[config.mk]
export PLATFORM = sky130hd
export DESIGN_NAME = rotate_mix_random_generator
export DESIGN_NICKNAME = d
export VERILOG_FILES = /design/src/hdl/rmrg_pkg.sv /design/src/hdl/rmrg_mix_unit.sv /design/src/hdl/rmrg_ctrl.sv /design/src/hdl/rotate_mix_random_generator.sv
export SDC_FILE = /design/constraint.sdc
export NUM_CORES = 1
export LEC_CHECK = 0
export BUFFER_PORTS_ARGS = -buffer_cell sky130_fd_sc_hd__buf_2
export CORE_MARGIN = 3
export CORE_UTILIZATION = 40
export CTS_BUF_LIST = sky130_fd_sc_hd__clkbuf_16
export DETAILED_ROUTE_END_ITERATION = 6
export SYNTH_ARGS = -nofsm -noshare
export SYNTH_HDL_FRONTEND = slang
export SYNTH_HIERARCHICAL = 1
export SYNTH_SLANG_ARGS = --single-unit
[constraint.sdc]
create_clock -name clk -period 8.6 [get_ports clk]
set_clock_uncertainty 0.05 [all_clocks]
set_input_delay 0.86 -clock clk [delete_from_list [all_inputs] [get_ports clk]]
set_output_delay 0.86 -clock clk [all_outputs]
set_load 0.05 [all_outputs]
[src/hdl/rmrg_pkg.sv]
// Shared types, constants and helper functions for the rotate-mix random generator.
// No dependencies; every other file of the block imports this package.
`default_nettype none

package rmrg_pkg;

  localparam int unsigned WordW  = 32;
  localparam int unsigned RotW   = 5;
  localparam int unsigned RoundW = 6;

  // Additive constants of the seed step.
  localparam logic [WordW-1:0] SeedSubK = 32'h3501_4541;
  localparam logic [WordW-1:0] SeedAddK = 32'h2152_4110;

  typedef enum logic {
    ST_IDLE,
    ST_RUN
  } state_t;

  // Four steps of one mixing round, one per cycle on the shared unit.
  typedef enum logic [1:0] {
    MIX_A,
    MIX_B,
    MIX_C,
    MIX_D
  } step_t;

  typedef enum logic [1:0] {
    ALU_ADD,
    ALU_SUB,
    ALU_XOR
  } alu_op_t;

  typedef struct packed {
    logic  load_seed;
    logic  start_draw;
    logic  run;
    logic  finish;
    step_t step;
  } ctrl_t;

  // Left rotation; a zero amount leaves the word as it is.
  function automatic logic [WordW-1:0] rotl32(input logic [WordW-1:0] v,
                                              input logic [RotW-1:0] n);
    logic [2*WordW-1:0] d;
    d = {v, v} << n;
    return d[2*WordW-1:WordW];
  endfunction

endpackage

`default_nettype wire

[src/hdl/rmrg_mix_unit.sv]
// Shared mixing unit: one rotator followed by one add/subtract/XOR stage.
// Depends on rmrg_pkg for the step codes and the rotate function.
`default_nettype none

module rmrg_mix_unit
  import rmrg_pkg::*;
(
  input  var step_t            step_i,
  input  wire logic [WordW-1:0] w_i,
  input  wire logic [WordW-1:0] s_i,
  output logic [WordW-1:0]      w_o,
  output logic [WordW-1:0]      s_o
);

  logic [WordW-1:0] rot_src;
  logic [RotW-1:0]  rot_amt;
  logic [WordW-1:0] rot;
  logic [WordW-1:0] opa;
  logic [WordW-1:0] opb;
  alu_op_t          op;
  logic [WordW-1:0] alu;

  // Rotator input selection. A right rotation is a left rotation by the
  // negated amount.
  always_comb begin
    rot_src = w_i;
    rot_amt = s_i[4:0];
    unique case (step_i)
      MIX_A: begin
        rot_src = w_i;
        rot_amt = s_i[4:0];
      end
      MIX_B: begin
        rot_src = w_i;
        rot_amt = 5'd0 - s_i[31:27];
      end
      MIX_C: begin
        rot_src = s_i;
        rot_amt = w_i[9:5];
      end
      MIX_D: begin
        rot_src = w_i;
        rot_amt = s_i[17:13];
      end
    endcase
  end

  assign rot = rotl32(rot_src, rot_amt);

  // Operand and operation selection, and where the result goes.
  always_comb begin
    opa = rot;
    opb = s_i;
    op  = ALU_ADD;
    w_o = w_i;
    s_o = s_i;
    unique case (step_i)
      MIX_A: begin
        opa = s_i;
        opb = rot[0] ? SeedSubK : SeedAddK;
        op  = rot[0] ? ALU_SUB : ALU_ADD;
      end
      MIX_B: begin
        opa = rot;
        opb = s_i;
        op  = s_i[1] ? ALU_XOR : ALU_SUB;
      end
      MIX_C: begin
        opa = rot;
        opb = w_i;
        op  = w_i[2] ? ALU_ADD : ALU_XOR;
      end
      MIX_D: begin
        opa = s_i[3] ? rot : s_i;
        opb = s_i[3] ? s_i : rot;
        op  = s_i[3] ? ALU_ADD : ALU_SUB;
      end
    endcase

    unique case (op)
      ALU_ADD: alu = opa + opb;
      ALU_SUB: alu = opa - opb;
      ALU_XOR: alu = opa ^ opb;
      default: alu = opa;
    endcase

    unique case (step_i)
      MIX_A: begin
        w_o = rot;
        s_o = alu;
      end
      MIX_B: begin
        w_o = alu;
        s_o = s_i;
      end
      MIX_C: begin
        w_o = w_i;
        s_o = alu;
      end
      MIX_D: begin
        w_o = s_i[3] ? alu : rot;
        s_o = s_i[3] ? s_i : alu;
      end
    endcase
  end

endmodule

`default_nettype wire

[src/hdl/rmrg_ctrl.sv]
// Sequencer of the generator: handshake on the input side, step and round counters.
// Depends on rmrg_pkg for the state, step and control types.
`default_nettype none

module rmrg_ctrl
  import rmrg_pkg::*;
(
  input  wire logic       clk,
  input  wire logic       rst_n,
  input  wire logic       in_valid,
  input  wire logic       in_mode,
  input  wire logic [4:0] round_sel,
  input  wire logic       out_free,
  output logic            in_ready,
  output ctrl_t           ctrl
);

  state_t            state_r, state_nxt;
  step_t             step_r, step_nxt;
  logic [RoundW-1:0] rnd_r, rnd_nxt;
  logic              accept;
  logic              last;

  assign accept = in_valid && in_ready;
  assign last   = (step_r == MIX_D) && (rnd_r == RoundW'(1));

  // Next state.
  always_comb begin
    state_nxt = state_r;
    unique case (state_r)
      ST_IDLE: if (accept && in_mode) state_nxt = ST_RUN;
      ST_RUN:  if (last) state_nxt = ST_IDLE;
    endcase
  end

  // Outputs.
  always_comb begin
    in_ready        = (state_r == ST_IDLE) && out_free;
    ctrl.load_seed  = accept && !in_mode;
    ctrl.start_draw = accept && in_mode;
    ctrl.run        = (state_r == ST_RUN);
    ctrl.finish     = (state_r == ST_RUN) && last;
    ctrl.step       = step_r;
  end

  // Step and round counters; the round count is 32 plus the low sample bits.
  always_comb begin
    step_nxt = step_r;
    rnd_nxt  = rnd_r;
    if (accept && in_mode) begin
      step_nxt = MIX_A;
      rnd_nxt  = {1'b1, round_sel};
    end else if (state_r == ST_RUN) begin
      unique case (step_r)
        MIX_A: step_nxt = MIX_B;
        MIX_B: step_nxt = MIX_C;
        MIX_C: step_nxt = MIX_D;
        MIX_D: begin
          step_nxt = MIX_A;
          rnd_nxt  = rnd_r - RoundW'(1);
        end
      endcase
    end
  end

  always_ff @(posedge clk) begin
    if (!rst_n) begin
      state_r <= ST_IDLE;
      step_r  <= MIX_A;
      rnd_r   <= '0;
    end else begin
      state_r <= state_nxt;
      step_r  <= step_nxt;
      rnd_r   <= rnd_nxt;
    end
  end

endmodule

`default_nettype wire

[src/hdl/rotate_mix_random_generator.sv]
// Top level of the rotate-mix random generator: seed and working registers,
// result register. Depends on rmrg_pkg, rmrg_ctrl and rmrg_mix_unit.
//
//   Channel   Ports                                  Direction  Word
//   input     in_valid in_ready in_mode              in         mode and time sample
//             in_time_sample
//   result    out_valid out_ready out_random_word    out        one random word
//
// A seed load (mode 0) puts its zero word in the result register the cycle after
// it is accepted. A draw (mode 1) runs 32 to 63 rounds, the count being 32 plus
// the low five bits of the sample. Each round takes four steps on the single
// rotate and add/subtract/XOR unit, and the input stays not ready while the draw
// runs. A new word is accepted once the result register is empty or is emptied in
// that same cycle. Synchronous active-low reset clears the seed to zero and empties
// the result register. A stall on the result side only holds off the next word.
`default_nettype none

module rotate_mix_random_generator
  import rmrg_pkg::*;
(
  input  wire logic             clk,
  input  wire logic             rst_n,
  input  wire logic             in_valid,
  output logic                  in_ready,
  input  wire logic             in_mode,
  input  wire logic [WordW-1:0] in_time_sample,
  output logic                  out_valid,
  input  wire logic             out_ready,
  output logic [WordW-1:0]      out_random_word
);

  ctrl_t            ctrl;
  logic             out_free;

  // The seed register doubles as the working seed during a draw; at the end
  // of the draw it already holds the updated seed.
  logic [WordW-1:0] s_r, s_nxt;
  logic [WordW-1:0] w_r, w_nxt;
  logic             out_valid_r, out_valid_nxt;
  logic [WordW-1:0] out_word_r, out_word_nxt;
  logic [WordW-1:0] mix_w;
  logic [WordW-1:0] mix_s;

  assign out_free = !out_valid_r || out_ready;

  rmrg_ctrl u_ctrl (
    .clk       (clk),
    .rst_n     (rst_n),
    .in_valid  (in_valid),
    .in_mode   (in_mode),
    .round_sel (in_time_sample[4:0]),
    .out_free  (out_free),
    .in_ready  (in_ready),
    .ctrl      (ctrl)
  );

  rmrg_mix_unit u_mix (
    .step_i (ctrl.step),
    .w_i    (w_r),
    .s_i    (s_r),
    .w_o    (mix_w),
    .s_o    (mix_s)
  );

  // Working word and seed.
  always_comb begin
    w_nxt = w_r;
    s_nxt = s_r;
    if (ctrl.load_seed) begin
      s_nxt = in_time_sample;
    end
    if (ctrl.start_draw) begin
      w_nxt = in_time_sample;
    end
    if (ctrl.run) begin
      w_nxt = mix_w;
      s_nxt = mix_s;
    end
  end

  // Result register: a seed load returns zero, a draw the last working word.
  always_comb begin
    out_valid_nxt = out_valid_r;
    out_word_nxt  = out_word_r;
    if (out_valid_r && out_ready) begin
      out_valid_nxt = 1'b0;
    end
    if (ctrl.load_seed) begin
      out_valid_nxt = 1'b1;
      out_word_nxt  = '0;
    end else if (ctrl.finish) begin
      out_valid_nxt = 1'b1;
      out_word_nxt  = mix_w;
    end
  end

  always_ff @(posedge clk) begin
    if (!rst_n) begin
      s_r         <= '0;
      out_valid_r <= 1'b0;
    end else begin
      s_r         <= s_nxt;
      out_valid_r <= out_valid_nxt;
    end
  end

  always_ff @(posedge clk) begin
    w_r        <= w_nxt;
    out_word_r <= out_word_nxt;
  end

  assign out_valid       = out_valid_r;
  assign out_random_word = out_word_r;

endmodule

`default_nettype wire

==> flow_metrics.tcl <==
set metrics [dict create \
    status "complete, but fails checks" \
    violations "design-rule violations" \
    grt_usage 0.3433 \
    antenna_found_initial 0 \
    postSynth.asyncResetShare 0 \
    p_per_area_mw_per_mm2 307.9 \
    yosys_warnings 6 \
    synth.area.top_cells "dfxtp_1 11%, edfxtp_1 7.3%, mux2_2 7.1%, a211oi_1 6.8%, mux2i_1 6.5%" \
    post-route-drc-count 9 \
    start_util 0.4102 \
    dieArea_mm2 0.03490 \
    num_vias 14360 \
    clk_latency_ps 370 \
    crit_required_ps 8680 \
    maxCapViolCount 0 \
    hp-class "flop to flop" \
    wl_per_cell_um 28.86 \
    p_leak_nw 6.049 \
    grt_overflow 0 \
    total_power_w 0.004606 \
    crit_fanout 44 \
    worstSetupStartpointType "flop" \
    max_slew.worst_pin.slew_ps 1149 \
    synth.ff_latch_count 106 \
    drtIter0Drc 1751 \
    cts_buffer_depth 2 \
    drt-pass1-iter-count 7 \
    tns_ps 0 \
    chipHeight_um 186.8 \
    syn_avg_cell_area_um2 8.009 \
    max_slew_margin 0.2342 \
    max-vdd-ir-drop_mv 0.1367 \
    post-route-period-util 0.9480 \
    dpl.hpwl_um 49200 \
    rows 65 \
    core_area_mm2 0.03188 \
    path_buf_inv 6 \
    synth.most_common_cell "nor2_1" \
    cp.arrival_ps 8230 \
    cts_tree "done" \
    layout_min_cycle_time_ps 8153 \
    numPortBuffers 70 \
    viasPerCell 6.643 \
    synthDistinctLibCells 96 \
    slowest_delay_ps 520 \
    yosysTopAreaCellShare 0.1133 \
    setup_viol_count_final 0 \
    slew_viol_final 0 \
    cts-root-buf "clkbuf_16" \
    utilization 0.4692 \
    grt_pass1_vias 13750 \
    wl_um 62360 \
    nets 1808 \
    netlist_area_mm2 0.01308 \
    synth_edf_count 32 \
    cpMaxStageDelayCell "or3b_2" \
    grt_max_degree 68 \
    gp_congestion 1.100 \
    rsz0062_at_grt "false" \
    n_antenna_cell 0 \
    synth.net_count 1720 \
    io_pins 71 \
    hold_viol 0 \
    area.growth.synth_to_final_pct 14.38 \
    endpoint_kind "flop" \
    synth.largest_area_cell "dfxtp_1" \
    ant_nets 0 \
    critPathTopFamily "compound AO/OA/AOI/OAI gates" \
    path_class "flop to flop" \
    max_freq_mhz 122.7 \
    clkTransAtPathRegs_ps 80 \
    synth_common_cells "130 x nor2_1, 119 x a211oi_1, 111 x nand2_1, 105 x a21oi_1, 98 x o21ai_0" \
    cts_buffers 9 \
    netlist_instances 1633 \
    cts_max_level 3 \
    synth_ff_type "dfxtp_1" \
    grt_pass1_wl_um 91310 \
    crit_top_cell "inv_1" \
    layout-drive-gt1-share 0.2294 \
    cts_sinks 106 \
    die_w_um 186.8 \
    ys_seq_area_frac 0.1867 \
]
==> per-layer routing <==
layer,share of wire,global-route usage
met5,0,0
met1,0.42,0.4558
met2,0.44,0.5376
met3,0.076,0.05472
met4,0.063,0.1809
==> sequential cells by signal (all words and copies together) (netlist names) <==
register	cells
out_random_word	32
out_valid	1
s_r	32
u_ctrl/rnd_r	6
u_ctrl/state_r	1
u_ctrl/step_r	2
w_r	32
==> final timing paths <==
path	start	to	slack (ps)	cells past startpoint
max	u_ctrl/step_r[0]	w_r[29]	450	32
min	out_random_word[17]	out_random_word[17]	440	2
max reg2reg	u_ctrl/step_r[0]	w_r[29]	450	32
min reg2reg	out_random_word[17]	out_random_word[17]	440	2
==> layout by cell type (no fill, tap or decap), types with 36 or more instances in the layout <==
cell / synthesis / final
buf_4: 4 / 134
nor2_1: 130 / 128
a211oi_1: 119 / 113
nand2_1: 111 / 111
a21oi_1: 105 / 103
o21ai_0: 98 / 97
mux2_2: 83 / 83
mux2i_1: 85 / 82
dfxtp_1: 74 / 71
buf_2: 24 / 70
nor3_1: 68 / 65
ha_1: 49 / 47
nand2b_1: 42 / 41
xnor2_1: 41 / 41
a22o_1: 36 / 36
==> cell families after synthesis <==
group / after synthesis / synth area share
xor gates and xnor gates: 65 / 0.04353
muxes: 187 / 0.1598
DFF: 106 / 0.1867
adders and majority gates: 50 / 0.04841
buffers and inverters: 165 / 0.05539
AOI/OAI and AO/OA: 620 / 0.3396
and+or+nand+nor: 440 / 0.1666
==> per-stage QoR <==
stage	instance area (µm²)	std cells	setup slack, ps	hold WS (ps)
2_1_floorplan	13080	1633	871.4	417.6
3_3_place_gp	14510	2141	197.5	420.9
3_5_place_dp	14510	2141	103.9	427.6
4_1_cts	14850	2157	63.95	445.9
5_1_grt	14960	2161	44.96	465.4
6_report	14960	2161	447.2	437.5
==> report_power, final <==
group          switching [W]  internal, W  total, W
logic                0.00212      0.00136   0.00348
clock network       0.000214     0.000261  0.000475
registers          0.0000827     0.000570  0.000652
total                0.00241      0.00219   0.00461
==> worst reg2reg max path: cells and delay by family, from the launching register on <==
kind / cells / cell delay, ps
adder cells (fa/ha/maj): 2 / 490
XOR/XNOR: 2 / 260
AO/OA/AOI/OAI: 17 / 3910
multiplexers: 2 / 560
buffers and inverters: 6 / 1080
flip-flops: 1 / 360
AND/OR/NAND/NOR: 3 / 1170
==> what timing repair did <==
action	in CTS	in global routing
gates resized for setup	0	20
hold buffers	0	0
endpoints found under the setup margin	0	21
buffers inserted	0	4
==> layout make-up <==
class	instances	area, µm²
Sequential cell	106	2449
Timing Repair Buffer	211	1488
Inverter	31	120.1
Multi-Input combinational cell	1362	10030
Tap cell	435	544.3
Fill cell	3256	16920
Clock inverter	7	107.6
Clock buffer	9	225.2
No activity file was read; power rests on OpenSTA's default activity.
